--- src/aegp_pkg.sv ---
// Shared types, constants and arithmetic helpers of the audio gesture pose block.
`default_nettype none
package aegp_pkg;

	localparam int ENERGY_W   = 42;
	localparam int LEN_W      = 17;
	localparam int BONES      = 13;
	localparam int MAX_FRAME_DEFAULT = 4096;
	localparam logic [3:0] BONE_LAST = 4'd12;

	localparam logic [1:0] CMD_SAMPLE = 2'd0;
	localparam logic [1:0] CMD_CLOSE  = 2'd1;
	localparam logic [1:0] CMD_CLEAR  = 2'd2;

	localparam logic [2:0] REG_SPF   = 3'd0;
	localparam logic [2:0] REG_ASWAY = 3'd1;
	localparam logic [2:0] REG_ANOD  = 3'd2;
	localparam logic [2:0] REG_ARAISE = 3'd3;
	localparam logic [2:0] REG_PBASE = 3'd4;
	localparam logic [2:0] REG_PGAIN = 3'd5;
	localparam logic [2:0] REG_PERIOD = 3'd6;

	typedef struct packed {
		logic [1:0]         command;
		logic signed [15:0] sample;
	} in_word_t;

	typedef struct packed {
		logic [3:0]         bone_index;
		logic signed [15:0] quat_x;
		logic signed [15:0] quat_y;
		logic signed [15:0] quat_z;
		logic signed [15:0] quat_w;
		logic [39:0]        stamp_us;
		logic               last;
	} out_word_t;

	typedef struct packed {
		logic [12:0] frame_samples;
		logic [14:0] alpha_sway;
		logic [14:0] alpha_nod;
		logic [14:0] alpha_raise;
		logic [15:0] phase_step_base;
		logic [15:0] phase_step_gain;
		logic [19:0] frame_period_us;
	} cfg_t;

	typedef struct packed {
		logic                clear;
		logic [ENERGY_W-1:0] energy;
		logic [LEN_W-1:0]    len;
	} job_t;

	typedef struct packed {
		logic push;
		logic full;
	} qctl_t;

	typedef enum logic [2:0] {
		B_IDLE, B_DIV, B_SQRT, B_CALC, B_BONE
	} back_state_t;

	typedef enum logic [2:0] {
		SRC_SWAY, SRC_SW, SRC_NSW, SRC_NOD, SRC_RAISE, SRC_ASW
	} src_t;

	typedef struct packed {
		logic        ident;
		logic [1:0]  axis;
		logic        neg;
		src_t        src;
		logic [14:0] coef;
	} bone_spec_t;

	function automatic bone_spec_t bone_spec(input logic [3:0] b);
		bone_spec_t s;
		s = '{ident: 1'b1, axis: 2'd0, neg: 1'b0, src: SRC_SWAY, coef: 15'd0};
		case (b)
			4'd0:  s = '{1'b0, 2'd0, 1'b0, SRC_SWAY,  15'd13107};
			4'd1:  s = '{1'b0, 2'd2, 1'b0, SRC_SW,    15'd6554};
			4'd2:  s = '{1'b0, 2'd2, 1'b0, SRC_NSW,   15'd3277};
			4'd3:  s = '{1'b0, 2'd0, 1'b0, SRC_NOD,   15'd13107};
			4'd4:  s = '{1'b0, 2'd0, 1'b0, SRC_NOD,   15'd19661};
			4'd5:  s = '{1'b0, 2'd2, 1'b0, SRC_RAISE, 15'd9830};
			4'd6:  s = '{1'b0, 2'd1, 1'b0, SRC_SW,    15'd19661};
			4'd7:  s = '{1'b0, 2'd2, 1'b0, SRC_ASW,   15'd9830};
			4'd9:  s = '{1'b0, 2'd2, 1'b1, SRC_RAISE, 15'd9830};
			4'd10: s = '{1'b0, 2'd1, 1'b0, SRC_NSW,   15'd19661};
			4'd11: s = '{1'b0, 2'd2, 1'b1, SRC_ASW,   15'd9830};
			default: ;
		endcase
		return s;
	endfunction

	function automatic logic [14:0] sine_tab(input logic [4:0] i);
		logic [14:0] v;
		case (i)
			5'd0:  v = 15'd0;
			5'd1:  v = 15'd3212;
			5'd2:  v = 15'd6393;
			5'd3:  v = 15'd9512;
			5'd4:  v = 15'd12539;
			5'd5:  v = 15'd15446;
			5'd6:  v = 15'd18204;
			5'd7:  v = 15'd20787;
			5'd8:  v = 15'd23170;
			5'd9:  v = 15'd25329;
			5'd10: v = 15'd27245;
			5'd11: v = 15'd28898;
			5'd12: v = 15'd30273;
			5'd13: v = 15'd31356;
			5'd14: v = 15'd32137;
			5'd15: v = 15'd32609;
			default: v = 15'd32767;
		endcase
		return v;
	endfunction

	// quarter-wave table with linear interpolation, angle in 1/65536 turns
	function automatic logic signed [15:0] sin16(input logic [15:0] a);
		logic [14:0] wpos;
		logic [4:0]  idx;
		logic [9:0]  frac;
		logic [14:0] d;
		logic [25:0] p;
		logic [14:0] v;
		wpos = {1'b0, a[13:0]};
		if (a[14]) wpos = 15'h4000 - wpos;
		idx  = wpos[14:10];
		frac = wpos[9:0];
		if (idx[4]) begin
			v = 15'd32767;
		end else begin
			d = sine_tab(idx + 5'd1) - sine_tab(idx);
			p = 26'(d) * 26'(frac) + 26'd512;
			v = sine_tab(idx) + 15'(p[25:10]);
		end
		return a[15] ? -$signed({1'b0, v}) : $signed({1'b0, v});
	endfunction

	// Q15 product rounding: add half, floor
	function automatic logic signed [20:0] q15_round(input logic signed [35:0] p);
		logic signed [35:0] t;
		t = p + 36'sd16384;
		return t[35:15];
	endfunction

endpackage
`default_nettype wire

--- src/aegp_front.sv ---
// Sample accumulator: sums squared samples and hands finished frames to the queue.
`default_nettype none
module aegp_front #(
	parameter int MAX_FRAME_SAMPLES = aegp_pkg::MAX_FRAME_DEFAULT
) (
	input  wire logic              clk,
	input  wire logic              arst_n,
	input  wire logic              in_valid,
	output logic                   in_ready,
	input  wire aegp_pkg::in_word_t in_data,
	input  wire logic [12:0]       frame_samples,
	input  wire logic              q_full,
	output aegp_pkg::qctl_t        qctl,
	output aegp_pkg::job_t         job
);
	import aegp_pkg::*;

	localparam int CNT_W = $clog2(MAX_FRAME_SAMPLES + 1);
	localparam logic [LEN_W-1:0] MAX_LEN = LEN_W'(MAX_FRAME_SAMPLES);
	localparam logic [ENERGY_W-1:0] E_MAX = '1;

	logic [ENERGY_W-1:0] energy_q;
	logic [CNT_W-1:0]    count_q;
	logic [LEN_W-1:0]    flen;
	logic [31:0]         sq;
	logic [ENERGY_W:0]   e_sum;
	logic [ENERGY_W-1:0] e_next;
	logic [LEN_W-1:0]    cnt_next;
	logic                accept;

	assign in_ready = !q_full;
	assign accept   = in_valid && in_ready;

	always_comb begin
		flen = {4'd0, frame_samples};
		if (flen == '0) flen = LEN_W'(1);
		if (flen > MAX_LEN) flen = MAX_LEN;
		sq       = 32'($signed(in_data.sample) * $signed(in_data.sample));
		e_sum    = {1'b0, energy_q} + (ENERGY_W+1)'(sq);
		e_next   = e_sum[ENERGY_W] ? E_MAX : e_sum[ENERGY_W-1:0];
		cnt_next = LEN_W'(count_q) + LEN_W'(1);
	end

	always_comb begin
		qctl.push  = 1'b0;
		qctl.full  = q_full;
		job.clear  = 1'b0;
		job.energy = energy_q;
		job.len    = flen;
		if (accept) begin
			case (in_data.command)
				CMD_SAMPLE: begin
					job.energy = e_next;
					qctl.push  = (cnt_next >= flen);
				end
				CMD_CLOSE: qctl.push = (count_q != '0);
				CMD_CLEAR: begin
					qctl.push = 1'b1;
					job.clear = 1'b1;
				end
				default: ;
			endcase
		end
	end

	always_ff @(posedge clk or negedge arst_n) begin
		if (!arst_n) begin
			energy_q <= '0;
			count_q  <= '0;
		end else if (accept) begin
			case (in_data.command)
				CMD_SAMPLE: begin
					if (cnt_next >= flen) begin
						energy_q <= '0;
						count_q  <= '0;
					end else begin
						energy_q <= e_next;
						count_q  <= cnt_next[CNT_W-1:0];
					end
				end
				CMD_CLOSE, CMD_CLEAR: begin
					energy_q <= '0;
					count_q  <= '0;
				end
				default: ;
			endcase
		end
	end

endmodule
`default_nettype wire

--- src/aegp_queue.sv ---
// Two-entry job queue between the accumulator and the frame engine.
`default_nettype none
module aegp_queue (
	input  wire logic            clk,
	input  wire logic            arst_n,
	input  wire aegp_pkg::qctl_t qctl,
	input  wire aegp_pkg::job_t  wr_job,
	input  wire logic            pop,
	output logic                 full,
	output logic                 nonempty,
	output aegp_pkg::job_t       rd_job
);
	import aegp_pkg::*;

	job_t       mem_q [2];
	logic       wp_q, rp_q;
	logic [1:0] cnt_q;

	assign full     = (cnt_q == 2'd2);
	assign nonempty = (cnt_q != 2'd0);
	assign rd_job   = mem_q[rp_q];

	always_ff @(posedge clk) begin
		if (qctl.push) mem_q[wp_q] <= wr_job;
	end

	always_ff @(posedge clk or negedge arst_n) begin
		if (!arst_n) begin
			wp_q  <= 1'b0;
			rp_q  <= 1'b0;
			cnt_q <= 2'd0;
		end else begin
			if (qctl.push) wp_q <= !wp_q;
			if (pop) rp_q <= !rp_q;
			cnt_q <= cnt_q + 2'(qctl.push) - 2'(pop);
		end
	end

endmodule
`default_nettype wire

--- src/aegp_back.sv ---
// Frame engine: divide, square root, level filters, oscillator and bone rotations.
`default_nettype none
module aegp_back (
	input  wire logic             clk,
	input  wire logic             arst_n,
	input  wire aegp_pkg::cfg_t   cfg,
	input  wire logic             q_nonempty,
	input  wire aegp_pkg::job_t   job,
	output logic                  pop,
	output logic                  out_valid,
	input  wire logic             out_ready,
	output aegp_pkg::out_word_t   out_data
);
	import aegp_pkg::*;

	localparam int CNT_W = 6;
	localparam logic [CNT_W-1:0] DIV_LAST  = CNT_W'(ENERGY_W - 1);
	localparam logic [CNT_W-1:0] SQRT_LAST = CNT_W'(ENERGY_W/2 - 1);
	localparam logic [CNT_W-1:0] CALC_LAST = CNT_W'(9);
	localparam logic [ENERGY_W-1:0] SQRT_BIT0 = ENERGY_W'(1) << (ENERGY_W - 2);

	back_state_t state_q, state_d;

	logic [CNT_W-1:0]    cnt_q;
	logic [LEN_W:0]      rem_q;
	logic [ENERGY_W-1:0] quo_q;
	logic [LEN_W-1:0]    len_q;
	logic [ENERGY_W-1:0] v_q, res_q, bit_q;
	logic [14:0]         rms_q;
	logic [15:0]         prev_q, sway_q, nod_q, raise_q, phase_q, nodt_q;
	logic [39:0]         time_q;
	logic signed [15:0]  sin_q, sw_q;
	logic signed [17:0]  opa_q, opb_q;
	logic signed [35:0]  prod;
	logic [3:0]          bone_q;
	logic [2:0]          bstep_q;
	logic [15:0]         h_q;
	logic signed [15:0]  qx_q, qy_q, qz_q, qw_q;
	logic                out_valid_q;
	out_word_t           out_q;

	logic signed [20:0]  mq;
	logic [LEN_W:0]      rtry;
	logic [ENERGY_W-1:0] rb;
	logic [15:0]         onset;
	logic [17:0]         o5;
	logic [15:0]         sway_c, nod_c, raise_c;
	logic signed [15:0]  asw, srcv, s_h, c_h;
	bone_spec_t          spec;
	logic                div_done, sqrt_done, calc_done, frame_done, emit;

	// shared multiplier: operands registered, product used in the following step
	assign prod = opa_q * opb_q;
	assign mq   = q15_round(prod);
	assign rtry = {rem_q[LEN_W-1:0], quo_q[ENERGY_W-1]};
	assign rb   = res_q + bit_q;
	assign spec = bone_spec(bone_q);
	assign s_h  = sin16(h_q);
	assign c_h  = sin16(h_q + 16'h4000);
	assign emit = (state_q == B_BONE) && (bstep_q == 3'd4) && (!out_valid_q || out_ready);

	always_comb begin
		onset   = (16'(rms_q) > prev_q) ? 16'(rms_q) - prev_q : 16'd0;
		o5      = ({2'd0, onset} * 18'd5) >> 1;
		sway_c  = (sway_q > 16'd2860) ? 16'd2860 : sway_q;
		nod_c   = (nod_q > 16'd4575) ? 16'd4575 : nod_q;
		raise_c = (raise_q > 16'd8579) ? 16'd8579 : raise_q;
		asw     = sw_q[15] ? -sw_q : sw_q;
		case (spec.src)
			SRC_SWAY:  srcv = $signed(sway_c);
			SRC_SW:    srcv = sw_q;
			SRC_NSW:   srcv = -sw_q;
			SRC_NOD:   srcv = $signed(nod_c);
			SRC_RAISE: srcv = $signed(raise_c);
			SRC_ASW:   srcv = asw;
			default:   srcv = 16'sd0;
		endcase
	end

	assign div_done   = (cnt_q == DIV_LAST);
	assign sqrt_done  = (cnt_q == SQRT_LAST);
	assign calc_done  = (cnt_q == CALC_LAST);
	assign frame_done = emit && (bone_q == BONE_LAST);

	always_comb begin
		state_d = state_q;
		case (state_q)
			B_IDLE: if (q_nonempty && !job.clear) state_d = B_DIV;
			B_DIV:  if (div_done) state_d = B_SQRT;
			B_SQRT: if (sqrt_done) state_d = B_CALC;
			B_CALC: if (calc_done) state_d = B_BONE;
			B_BONE: if (frame_done) state_d = B_IDLE;
			default: state_d = B_IDLE;
		endcase
	end

	always_comb begin
		pop       = (state_q == B_IDLE) && q_nonempty;
		out_valid = out_valid_q;
		out_data  = out_q;
	end

	always_ff @(posedge clk or negedge arst_n) begin
		if (!arst_n) begin
			state_q     <= B_IDLE;
			cnt_q       <= '0;
			bone_q      <= '0;
			bstep_q     <= '0;
			out_valid_q <= 1'b0;
			prev_q      <= '0;
			sway_q      <= '0;
			nod_q       <= '0;
			raise_q     <= '0;
			phase_q     <= '0;
			time_q      <= '0;
		end else begin
			state_q <= state_d;
			// a new word replaces the held one; otherwise drop it once taken
			if (emit) out_valid_q <= 1'b1;
			else if (out_ready) out_valid_q <= 1'b0;
			case (state_q)
				B_IDLE: begin
					cnt_q <= '0;
					if (pop && job.clear) begin
						prev_q  <= '0;
						sway_q  <= '0;
						nod_q   <= '0;
						raise_q <= '0;
						phase_q <= '0;
						time_q  <= '0;
					end
				end
				B_DIV, B_SQRT: cnt_q <= (state_d == state_q) ? cnt_q + CNT_W'(1) : '0;
				B_CALC: begin
					cnt_q <= cnt_q + CNT_W'(1);
					case (cnt_q)
						6'd0: begin
							prev_q <= 16'(rms_q);
							nodt_q <= (o5 > 18'd32767) ? 16'd32767 : o5[15:0];
						end
						6'd2: sway_q  <= sway_q + mq[15:0];
						6'd4: raise_q <= raise_q + mq[15:0];
						6'd5: nod_q   <= nod_q + mq[15:0];
						6'd6: phase_q <= phase_q + cfg.phase_step_base + prod[30:15];
						default: ;
					endcase
					if (calc_done) begin
						bone_q  <= '0;
						bstep_q <= '0;
					end
				end
				B_BONE: begin
					case (bstep_q)
						3'd0: bstep_q <= spec.ident ? 3'd4 : 3'd1;
						3'd1, 3'd2, 3'd3: bstep_q <= bstep_q + 3'd1;
						default: begin
							if (emit) begin
								bstep_q <= '0;
								if (frame_done) time_q <= time_q + 40'(cfg.frame_period_us);
								else bone_q <= bone_q + 4'd1;
							end
						end
					endcase
				end
				default: ;
			endcase
		end
	end

	// datapath, no reset needed
	always_ff @(posedge clk) begin
		case (state_q)
			B_IDLE: begin
				rem_q <= '0;
				quo_q <= job.energy;
				len_q <= job.len;
			end
			B_DIV: begin
				// restoring divide, one quotient bit per cycle
				if (rtry >= {1'b0, len_q}) begin
					rem_q <= rtry - {1'b0, len_q};
					quo_q <= {quo_q[ENERGY_W-2:0], 1'b1};
				end else begin
					rem_q <= rtry;
					quo_q <= {quo_q[ENERGY_W-2:0], 1'b0};
				end
				if (div_done) begin
					v_q   <= {quo_q[ENERGY_W-2:0], (rtry >= {1'b0, len_q})};
					res_q <= '0;
					bit_q <= SQRT_BIT0;
				end
			end
			B_SQRT: begin
				// one result bit per cycle
				if (v_q >= rb) begin
					v_q   <= v_q - rb;
					res_q <= (res_q >> 1) + bit_q;
				end else begin
					res_q <= res_q >> 1;
				end
				bit_q <= bit_q >> 2;
				if (sqrt_done) begin
					if (v_q >= rb)
						rms_q <= (((res_q >> 1) + bit_q) > 42'd32767) ? 15'h7FFF
							: 15'((res_q >> 1) + bit_q);
					else
						rms_q <= ((res_q >> 1) > 42'd32767) ? 15'h7FFF : 15'(res_q >> 1);
				end
			end
			B_CALC: begin
				case (cnt_q)
					6'd0: begin
						opa_q <= 18'(rms_q);
						opb_q <= 18'sd13107;
					end
					6'd1: begin
						opa_q <= 18'(cfg.alpha_sway);
						opb_q <= mq[17:0] - $signed({2'b00, sway_q});
					end
					6'd2: begin
						opa_q <= 18'(rms_q);
						opb_q <= 18'sd19661;
					end
					6'd3: begin
						opa_q <= 18'(cfg.alpha_raise);
						opb_q <= mq[17:0] - $signed({2'b00, raise_q});
					end
					6'd4: begin
						opa_q <= 18'(cfg.alpha_nod);
						opb_q <= $signed({2'b00, nodt_q}) - $signed({2'b00, nod_q});
					end
					6'd5: begin
						opa_q <= 18'(cfg.phase_step_gain);
						opb_q <= 18'(rms_q);
					end
					6'd7: sin_q <= sin16(phase_q);
					6'd8: begin
						opa_q <= 18'(sin_q);
						opb_q <= $signed({2'b00, raise_q});
					end
					6'd9: begin
						if (mq > 21'sd5719) sw_q <= 16'sd5719;
						else if (mq < -21'sd5719) sw_q <= -16'sd5719;
						else sw_q <= mq[15:0];
					end
					default: ;
				endcase
			end
			B_BONE: begin
				case (bstep_q)
					3'd0: begin
						opa_q <= 18'(srcv);
						opb_q <= 18'(spec.coef);
						qx_q  <= 16'sd0;
						qy_q  <= 16'sd0;
						qz_q  <= 16'sd0;
						qw_q  <= 16'sd32767;
					end
					3'd1: begin
						opa_q <= mq[17:0];
						opb_q <= 18'sd5215;
					end
					3'd2: h_q <= mq[15:0];
					3'd3: begin
						case (spec.axis)
							2'd0:    qx_q <= spec.neg ? -s_h : s_h;
							2'd1:    qy_q <= spec.neg ? -s_h : s_h;
							default: qz_q <= spec.neg ? -s_h : s_h;
						endcase
						qw_q <= c_h;
					end
					default: begin
						if (emit) begin
							out_q.bone_index <= bone_q;
							out_q.quat_x     <= qx_q;
							out_q.quat_y     <= qy_q;
							out_q.quat_z     <= qz_q;
							out_q.quat_w     <= qw_q;
							out_q.stamp_us   <= time_q;
							out_q.last       <= (bone_q == BONE_LAST);
						end
					end
				endcase
			end
			default: ;
		endcase
	end

	a_bone_range: assert property (@(posedge clk) disable iff (!arst_n)
		bone_q <= BONE_LAST) else $error("bone counter past last bone");
	a_last_bone: assert property (@(posedge clk) disable iff (!arst_n)
		out_valid_q && out_q.last |-> out_q.bone_index == BONE_LAST)
		else $error("last flag on wrong bone");
	a_pop_nonempty: assert property (@(posedge clk) disable iff (!arst_n)
		pop |-> q_nonempty) else $error("pop from empty queue");
	a_div_to_sqrt: assert property (@(posedge clk) disable iff (!arst_n)
		state_q == B_DIV |=> state_q == B_DIV || state_q == B_SQRT)
		else $error("divider left early");

endmodule
`default_nettype wire

--- src/audio_energy_gesture_pose.sv ---
// Top level of the audio energy gesture pose generator.
//
//  channel  | signals                          | moves
//  ---------+----------------------------------+------------------------------
//  input    | in_valid, in_ready, in_data      | one command word
//  output   | out_valid, out_ready, out_data   | one bone rotation word
//  config   | cfg_we, cfg_index, cfg_data      | one register write, no wait
//
// The accumulator handles each accepted sample, close or clear word; in_ready
// drops only while the two-entry job queue is full. A frame job passes
// through the engine as a pop, 42 divide steps, 21 square root steps, 10
// filter and oscillator steps on the shared multiplier, then the bone steps,
// where an identity bone skips the rotation steps. Reset clears the control
// state and loads the register defaults; the datapath registers are not reset.
// A stalled output word holds the engine at its emit step; the accumulator
// keeps taking words until the queue fills.
`default_nettype none
module audio_energy_gesture_pose #(
	parameter int MAX_FRAME_SAMPLES = aegp_pkg::MAX_FRAME_DEFAULT
) (
	input  wire logic                clk,
	input  wire logic                arst_n,
	input  wire logic                in_valid,
	output logic                     in_ready,
	input  wire aegp_pkg::in_word_t  in_data,
	output logic                     out_valid,
	input  wire logic                out_ready,
	output aegp_pkg::out_word_t      out_data,
	input  wire logic                cfg_we,
	input  wire logic [2:0]          cfg_index,
	input  wire logic [19:0]         cfg_data
);
	import aegp_pkg::*;

	cfg_t  cfg_q;
	qctl_t qctl;
	job_t  wr_job, rd_job;
	logic  q_full, q_nonempty, pop;

	// register file; write only while no word is in flight
	always_ff @(posedge clk or negedge arst_n) begin
		if (!arst_n) begin
			cfg_q.frame_samples   <= 13'd533;
			cfg_q.alpha_sway      <= 15'd2113;
			cfg_q.alpha_nod       <= 15'd11167;
			cfg_q.alpha_raise     <= 15'd4090;
			cfg_q.phase_step_base <= 16'd3277;
			cfg_q.phase_step_gain <= 16'd1092;
			cfg_q.frame_period_us <= 20'd33333;
		end else if (cfg_we) begin
			case (cfg_index)
				REG_SPF:    cfg_q.frame_samples   <= cfg_data[12:0];
				REG_ASWAY:  cfg_q.alpha_sway      <= cfg_data[14:0];
				REG_ANOD:   cfg_q.alpha_nod       <= cfg_data[14:0];
				REG_ARAISE: cfg_q.alpha_raise     <= cfg_data[14:0];
				REG_PBASE:  cfg_q.phase_step_base <= cfg_data[15:0];
				REG_PGAIN:  cfg_q.phase_step_gain <= cfg_data[15:0];
				REG_PERIOD: cfg_q.frame_period_us <= cfg_data;
				default: ;
			endcase
		end
	end

	// front: accumulate energy, close frames, forward clears
	aegp_front #(.MAX_FRAME_SAMPLES(MAX_FRAME_SAMPLES)) u_front (
		.clk           (clk),
		.arst_n        (arst_n),
		.in_valid      (in_valid),
		.in_ready      (in_ready),
		.in_data       (in_data),
		.frame_samples (cfg_q.frame_samples),
		.q_full        (q_full),
		.qctl          (qctl),
		.job           (wr_job)
	);

	// decouple the two sides
	aegp_queue u_queue (
		.clk      (clk),
		.arst_n   (arst_n),
		.qctl     (qctl),
		.wr_job   (wr_job),
		.pop      (pop),
		.full     (q_full),
		.nonempty (q_nonempty),
		.rd_job   (rd_job)
	);

	// back: per-frame math and the bone word stream
	aegp_back u_back (
		.clk        (clk),
		.arst_n     (arst_n),
		.cfg        (cfg_q),
		.q_nonempty (q_nonempty),
		.job        (rd_job),
		.pop        (pop),
		.out_valid  (out_valid),
		.out_ready  (out_ready),
		.out_data   (out_data)
	);

endmodule
`default_nettype wire

--- config.mk ---
export PLATFORM = sky130hd
export DESIGN_NAME = audio_energy_gesture_pose
export DESIGN_NICKNAME = d
export VERILOG_FILES = /design/src/aegp_pkg.sv /design/src/aegp_front.sv /design/src/aegp_queue.sv /design/src/aegp_back.sv /design/src/audio_energy_gesture_pose.sv
export SDC_FILE = /design/constraint.sdc
export NUM_CORES = 2
export LEC_CHECK = 0
export BUFFER_PORTS_ARGS = -buffer_cell sky130_fd_sc_hd__buf_2
export CORE_AREA = 2 2 400 442
export DETAILED_ROUTE_END_ITERATION = 8
export DIE_AREA = 0 0 402 444
export PLACE_DENSITY = 0.76
export SYNTH_ARGS = -nofsm -noshare
export SYNTH_HDL_FRONTEND = slang
export SYNTH_SLANG_ARGS = --single-unit
--- constraint.sdc ---
create_clock -name clk -period 18.5 [get_ports clk]
set_input_delay 0.925 -clock clk [delete_from_list [all_inputs] [get_ports clk]]
set_output_delay 0.925 -clock clk [all_outputs]
set_load 0.005 [all_outputs]
=== Word level (Yosys, flattened, before mapping) ===
Memories as Yosys holds them, arrays and structs flattened.
Cells that the tools add are included.

* Bits in registers: 796
* Memory bits (read-only): 2160
* Latch bits: 0
* Bits in writable memories: 120
* Logic and storage cells: 376
* Memories: 10

{| class="wikitable"
|+ Memories
! name !! depth !! width !! read ports !! clocked after Yosys merged registers in !! write ports !! RTL line !! source
|-
| (no name shown) || 16 || 15 || 1 || 0 || 0 || aegp_pkg.sv:97 || <nowiki>case (i)</nowiki>
|-
| (no name shown) || 16 || 15 || 1 || 0 || 0 || aegp_pkg.sv:97 ||
|-
| (no name shown) || 16 || 15 || 1 || 0 || 0 || aegp_pkg.sv:97 ||
|-
| (no name shown) || 16 || 15 || 1 || 0 || 0 || aegp_pkg.sv:97 ||
|-
| (no name shown) || 16 || 15 || 1 || 0 || 0 || aegp_pkg.sv:97 ||
|-
| (no name shown) || 16 || 15 || 1 || 0 || 0 || aegp_pkg.sv:97 ||
|-
| 4 more memories || - || - || - || - || - || - ||
|}

* Magnitude comparators: 13
* Reductions and logical operators: 70
* Eq/ne operators: 66
* $add $sub $neg: 43
* Divide/modulo/power cells: 0
* Muxes and demuxes: 118
* Shift operators: 0
* Bitwise logic cells: 1
* $mul: 6

{| class="wikitable"
|+ Operators by type and width
! cell !! number
|-
| 2-to-1 mux 15 bit || 32
|-
| case mux 42 bit (2 select lines) || 5
|-
| 2-to-1 mux 42 bit || 8
|-
| 2-to-1 mux 16 bit || 18
|-
| case mux 16 bit (2 select lines) || 9
|-
| case mux 22 bit (11 select lines) || 1
|-
| 2-to-1 mux 40 bit || 4
|-
| case mux 18 bit (2 select lines) || 4
|-
| case mux 18 bit (7 select lines) || 1
|-
| case mux 18 bit (6 select lines) || 1
|-
| case mux 16 bit (6 select lines) || 1
|-
| adder 16 bit || 5
|-
| case mux 40 bit (2 select lines) || 1
|-
| adder 25 x 10 -> 25 bit (second input constant) || 3
|-
| multiplier 15 x 10 -> 25 bit || 3
|-
| negator 15 -> 16 bit || 3
|-
| adder 15 bit || 3
|-
| subtractor 15 x 14 -> 15 bit (first input constant) || 3
|-
| subtractor 15 bit || 3
|-
| adder 42 x 32 -> 43 bit || 1
|-
| 2-to-1 mux 43 bit || 1
|-
| adder 41 x 42 -> 42 bit || 1
|-
| adder 42 bit || 1
|-
| greater-or-equal comparator 42 bit || 1
|-
| other kinds (84) || 204
|}

=== Logic depth before layout (Yosys ltp) ===
An unclocked memory read counts as a cell.

* Depth in word-level cells: 19
* Mapped depth: 60

=== Hierarchy ===
From an unflattened synthesis, not the netlist that was laid out.

* Cell total of the unflattened synthesis: 10251
* Area, all modules: 95810.6 um^2

{| class="wikitable"
|+ Modules (own cells, without submodules)
! module !! cells each !! area an instance (um^2) !! times used !! seq. area each (um^2)
|-
| aegp_back || 8085 || 72163.0 || 1 || 17486.8
|-
| aegp_front || 1726 || 14481.4 || 1 || 1376.3
|-
| aegp_queue || 202 || 4830.9 || 1 || 3703.6
|-
| audio_energy_gesture_pose || 238 || 4335.4 || 1 || 2806.4
|}

=== Least setup slack after synthesis ===
No wires, ideal clock.

* Path kind: reg-to-reg
* From: register u_back.h_q[0]
* To: register u_back.qx_q[15], data pin
* Cell stages (with the launch flop): 59
* Data required time: 18332 ps
* Library setup time: 168 ps
* Path buffers: 5
* Path slack: 4984 ps
* Period minus slack after synthesis: 13516 ps
* Arrival time: 13348 ps
* Path through: edfxtp_1 > inv_1 > clkbuf_1 > ha_1 > nor4b_1 > nand2_1 > nor3_1 > nor2b_1 > xnor2_1 > clkbuf_1 > ha_1 > clkbuf_1 > xnor2_1 > clkbuf_1 > o21ai_0 > a211oi_1 > ha_1 > fa_1 > [23 not listed] > nor2_1 > nor2b_1 > nor2_1 > xnor2_1 > ha_1 > clkbuf_1 > and4_1 > nor4_1 > o21ai_0 > or4_1 > o21ai_0 > xnor2_1 > and3_1 > nand3_1 > o41ai_1 > a22o_1 > nand2_1 > a21oi_1

* Word-level cells in the longest chain between the ends: 17

{| class="wikitable"
|+ RTL lines
! what !! RTL line !! source
|-
| start: declaration || aegp_back.sv:37 || <nowiki>logic [15:0] h_q;</nowiki>
|-
| start signal: assignment || aegp_back.sv:263 || <nowiki>3'd2: h_q <= mq[15:0];</nowiki>
|-
| subtractor 15 x 14 -> 15 bit || aegp_pkg.sv:128 || <nowiki>if (a[14]) wpos = 15'h4000 - wpos;</nowiki>
|-
| 2-to-1 mux 15 bit (*) || aegp_pkg.sv:128 ||
|-
| adder 5 x 1 -> 5 bit || aegp_pkg.sv:134 || <nowiki>d = sine_tab(idx + 5'd1) - sine_tab(idx);</nowiki>
|-
| memory read (16 x 15 bit) || - ||
|-
| 2-to-1 mux 15 bit || aegp_pkg.sv:97 ||
|-
| 2-to-1 mux 15 bit || aegp_pkg.sv:131 || <nowiki>if (idx[4]) begin</nowiki>
|-
| subtractor 15 bit || aegp_pkg.sv:134 ||
|-
| multiplier 15 x 10 -> 25 bit || aegp_pkg.sv:135 || <nowiki>p = 26'(d) * 26'(frac) + 26'd512;</nowiki>
|-
| adder 25 x 10 -> 25 bit || aegp_pkg.sv:135 ||
|-
| adder 15 bit || aegp_pkg.sv:136 || <nowiki>v = sine_tab(idx) + 15'(p[25:10]);</nowiki>
|-
| 2-to-1 mux 15 bit (*) || aegp_pkg.sv:131 ||
|-
| negator 15 -> 16 bit || aegp_pkg.sv:138 || <nowiki>return a[15] ? -$signed({1'b0, v}) : $signed({1'b0, v});</nowiki>
|-
| 2-to-1 mux 16 bit (*) || aegp_pkg.sv:138 ||
|-
| negator 16 bit || aegp_back.sv:266 || <nowiki>2'd0: qx_q <= spec.neg ? -s_h : s_h;</nowiki>
|-
| 2-to-1 mux 16 bit (*) || aegp_back.sv:266 ||
|-
| 2-to-1 mux 16 bit (*) || aegp_back.sv:265 || <nowiki>case (spec.axis)</nowiki>
|-
| case mux 16 bit (2 select lines) (*) || aegp_back.sv:250 || <nowiki>case (bstep_q)</nowiki>
|-
| end signal: assignment || aegp_back.sv:266 ||
|-
| end: declaration || aegp_back.sv:38 || <nowiki>logic signed [15:0] qx_q, qy_q, qz_q, qw_q;</nowiki>
|}

Every way passes the cells marked *; elsewhere a longest branch is shown, timed or not. The select of a mux whose other input is x is not followed.
A chain may end at the register's enable or synchronous reset.

=== Final worst setup path ===
* From: register u_back.h_q[0]
* To: register u_back.qz_q[15], data pin

* Word-level cells in the longest chain between the ends: 17

{| class="wikitable"
|+ RTL lines
! what !! RTL line !! source
|-
| subtractor 15 x 14 -> 15 bit || aegp_pkg.sv:128 ||
|-
| 2-to-1 mux 15 bit (*) || aegp_pkg.sv:128 ||
|-
| adder 5 x 1 -> 5 bit || aegp_pkg.sv:134 ||
|-
| memory read (16 x 15 bit) || - ||
|-
| 2-to-1 mux 15 bit || aegp_pkg.sv:97 ||
|-
| 2-to-1 mux 15 bit || aegp_pkg.sv:131 ||
|-
| subtractor 15 bit || aegp_pkg.sv:134 ||
|-
| multiplier 15 x 10 -> 25 bit || aegp_pkg.sv:135 ||
|-
| adder 25 x 10 -> 25 bit || aegp_pkg.sv:135 ||
|-
| adder 15 bit || aegp_pkg.sv:136 ||
|-
| 2-to-1 mux 15 bit (*) || aegp_pkg.sv:131 ||
|-
| negator 15 -> 16 bit || aegp_pkg.sv:138 ||
|-
| 2-to-1 mux 16 bit (*) || aegp_pkg.sv:138 ||
|-
| negator 16 bit || aegp_back.sv:268 || <nowiki>default: qz_q <= spec.neg ? -s_h : s_h;</nowiki>
|-
| 2-to-1 mux 16 bit (*) || aegp_back.sv:268 ||
|-
| 2-to-1 mux 16 bit (*) || aegp_back.sv:265 ||
|-
| case mux 16 bit (2 select lines) (*) || aegp_back.sv:250 ||
|-
| end signal: assignment || aegp_back.sv:268 ||
|-
| end: declaration || aegp_back.sv:38 ||
|}

Marked as above.

==> metrics.csv <==
stage,metric,value,unit
clock_network,htree_levels,3,
timing,rsz0062_at_grt,false,
synth,synth_edf_count,577,
floorplanning,dieWidth,402,um
routing,routedWlPerCell,20.3,um
routing,drt-initial-drc-count,5673,
timing,worst_slew_pin_slew,1.25,ns
critical_path,cp_common_cell,o21ai_0,
placement,place_inst,12200,
finish,fill_cells,14900,
critical_path,worstSetupEndpointType,register,
timing,relSlewSlack,16.2,%
placement,io_buffers,156,
routing,postRouteWirelength,251000,um
critical_path,crit_family,compound AO/OA/AOI/OAI gates,
clock_network,cts_resized,0,
placement,gp_congestion,0.988,
grt,grt_first_pass_wirelength,405000,um
pwr,leakage,45.4,nW
grt,grt_pass1_vias,75200,
synth,synth-main-ff-cell,edfxtp_1,
floorplanning,die_h,444,um
critical_path,critPathKind,register to register,
grt,grt_max_degree,170,
timing,setup_tns,0,ns
floorplanning,pin_count,157,
synth,synth.distinct_cells,103,
pwr,power.internal,7.62,mW
synth,ys_seq_area_share,26.8,%
grt,grt-ovfl-total,0,
pwr,power.density,148,mW/mm^2
clock_network,clk_pin_slew,0.06,ns
routing,vias,73000,
critical_path,crit_required,19.01,ns
pwr,switching_share,48.7,%
timing,hold_violations,0,
pwr,peakVddDrop,0.000927,V
clock_network,cts_buffer_depth,3,
timing,fmax,0.0599,GHz
synth,avgSynthCellArea,9.34,um^2
pwr,seqPwrFrac,17.9,%
pwr,p_sw,7.23,mW
synth,synth_warnings,0,
synth,synth_cells,10000,
routing,antenna_left,0,
synth,synth-async-reset-ratio,34.6,%
outcome,status,completed,
routing,drc,0,
clock_network,cts_buffers,95,
floorplanning,initial_utilization,53.7,%
flow_run,drv_cap,0,
clock_network,clock_latency,0.73,ns
timing,hold_slack,0.0988,ns
critical_path,cp_max_fo,28,
timing,finalSetupViolCount,0,
pwr,power_frac_comb,68.0,%
routing,first_pass_iters,7,
finish,stdcell_count,12400,
grt,track_usage,28.2,%
synth,synth_area,0.0934,mm^2
timing,min_period_over_period,90.2,%
clock_network,cts-hold-fix-buffers,0,
timing,period_needed,16.69,ns
clock_network,cts_tree,done,
floorplanning,core,0.174,mm^2
floorplanning,rows,161,
pwr,clkPwrFrac,14.0,%
synth,ys_ff_latch,882,
floorplanning,dieArea,0.178,mm^2
min_path,worstHoldPathType,primary input to asynchronous set/reset pin,
critical_path,start_kind,register,
critical_path,critical-path-slowest-cell,nor4_1,
timing,finalMaxSlewViolations,0,
finish,final_layout_size_suffix_gt1_share,7.06,%
clock_network,cts.sinks,882,
grt,antenna_found_initial,7,
synth,synth_fp_nets,11800,
critical_path,cp_slowest_stage_delay,0.84,ns
critical_path,path_buf_inv,5,
timing,fin_worst_skew,0.0793,ns
finish,area_growth_syn_to_layout,7.29,%
critical_path,critPathArrivalTime,17.20,ns
placement,hpwlAfterDp,195000,um
routing,viasPerCell,5.90,
finish,num-nets-final,11800,
clock_network,post_cts_buffers,0,
clock_network,root_buffer,clkbuf_16,
-- state kept, by name, indices dropped and copies added (netlist names), 17 cells and up --
register / cells
u_back.rem_q: 17
u_back.time_q: 40
u_back.opa_q: 18
u_front.energy_q: 42
u_back.res_q: 42
u_back.v_q: 42
u_queue.mem_q: 112
u_back.quo_q: 42
cfg_q: 110
u_back.opb_q: 18
u_back.bit_q: 21
u_back.out_data: 109
-- per-layer routing --
| metal | wire, um | GRT usage [%] | vias to the layer above |
|---|---|---|---|
| li1 | - | - | 33800 |
| met1 | 103000 | 36.8 | 36300 |
| met2 | 125000 | 49.0 | 2422 |
| met3 | 14700 | 3.42 | 513 |
| met4 | 8350 | 8.99 | 8 |
| met5 | 45 | 0 | - |
-- layout by cell type, fill, tap and decap left out, drive strengths merged, types with 61 or more instances in the layout --
cell type and instances:
a21oi 390, mux2 115, dfrtp 262, nor2b 138, a211oi 80, nand3 118
mux2i 85, nor2 698, nor3 163, xnor2 374, clkbuf 124, ha 810
a21o 129, and2 290, inv 1320, nand2 1177, edfxtp 577, o21ai 569
or3 61, xor2 214, a22o 77, buf 273, nand2b 92, fa 906
a31oi 129
-- metrics by stage --
step | setup slack, ns | total power [mW] | utilization (%) | instance area (um^2)
final | 1.81 | 14.9 | 57.6 | 100000
after global routing | 0.665 | 16.1 | 57.6 | 100000
after CTS | 2.12 | 14.8 | 57.6 | 100000
after detailed placement | 2.22 | 12.6 | 55.6 | 96700
after global placement | 2.54 | 12.3 | 55.6 | 96700
after floorplan | 4.98 | 10.1 | - | 93400
-- area by class of cell --
type | instances | area, um^2 | area share, %
antenna | 5 | 12.5 | 0.0125
clock buffer | 124 | 2690 | 2.69
clock inverter | 55 | 778 | 0.777
inverter | 1318 | 4950 | 4.94
multi-input combinational | 7437 | 62200 | 62.1
sequential | 882 | 25000 | 25.0
tap | 2282 | 2860 | 2.85
timing repair buffer | 273 | 1680 | 1.68
-- cells in the mapped netlist, drive strengths merged (20+ instances only) --
cell type / n / area [um^2]
inv: 1317 / 4940
nand2: 1177 / 4430
fa: 906 / 18100
ha: 810 / 10100
nor2: 698 / 2620
edfxtp: 577 / 17300
o21ai: 569 / 2850
a21oi: 390 / 1960
xnor2: 374 / 3290
clkbuf: 341 / 1280
and2: 290 / 1810
dfrtp: 262 / 6560
xor2: 214 / 1870
nor3: 163 / 816
nor2b: 138 / 863
a21o: 129 / 968
a31oi: 129 / 813
nand3: 118 / 591
mux2: 115 / 1290
nand2b: 92 / 576
mux2i: 85 / 855
a211oi: 80 / 616
a22o: 77 / 674
or3: 61 / 387
and3: 60 / 375
nand4: 60 / 375
o21a: 56 / 420
o21bai: 54 / 405
o31ai: 48 / 360
a21boi: 47 / 353
a221oi: 44 / 409
nor4: 44 / 282
dfstp: 43 / 1130
o211ai: 37 / 278
or2: 34 / 213
buf: 25 / 106
o41ai: 22 / 208
a22oi: 21 / 158
or4: 20 / 150
-- power by group through the flow --
| stage | Sequential [mW] | Clock, mW | Combinational, mW |
|---|---|---|---|
| final | 2.66 | 2.09 | 10.1 |
| after global routing | 2.68 | 2.19 | 11.2 |
| after CTS | 2.66 | 2.12 | 10.0 |
| after detailed placement | 2.69 | 0 | 9.92 |
| after global placement | 2.68 | 0 | 9.59 |
| after floorplan | 2.62 | 0 | 7.43 |
-- final timing paths --
| kind | start | endpoint | slack (ns) | depth (start not counted) |
|---|---|---|---|---|
| min in group clk | out_ready | u_back.out_valid | 0.39 | 2 |
| worst min register to register | u_back.qz_q[14] | u_back.out_data[71] | 0.41 | 0 |
| worst max register to register | u_back.h_q[0] | u_back.qz_q[15] | 1.81 | 55 |
| max in group asynchronous | arst_n | cfg_q[54] | 16.22 | 3 |
| worst min-delay path | arst_n | u_front.energy_q[22] | 0.1 | 1 |
| worst max-delay path | u_back.h_q[0] | u_back.qz_q[15] | 1.81 | 55 |
-- worst register-to-register path, delay by kind of cell, from the launching register on --
| kind | cells | cell delay, ns |
|---|---|---|
| compound gates | 17 | 4.64 |
| xor+xnor | 5 | 1.53 |
| fa+ha+maj | 9 | 3.91 |
| buf+inv | 5 | 1.11 |
| flops | 1 | 0.68 |
| simple gates | 19 | 4.62 |
-- cell families (layout without fill, tap and decap cells) --
| group | count (synthesis) | in the layout | synth area share (%) |
|---|---|---|---|
| AOI/OAI and AO/OA | 1915 | 1915 | 13.3 |
| other | 1 | 6 | 0.00402 |
| muxes | 200 | 200 | 2.30 |
| buffers and inverters | 1684 | 1770 | 6.78 |
| DFF | 882 | 882 | 26.8 |
| xor gates and xnor gates | 588 | 588 | 5.53 |
| and+or+nand+nor | 3017 | 3017 | 15.0 |
| adders and majority gates | 1716 | 1716 | 30.3 |
Power figures use the tool's default switching activity.
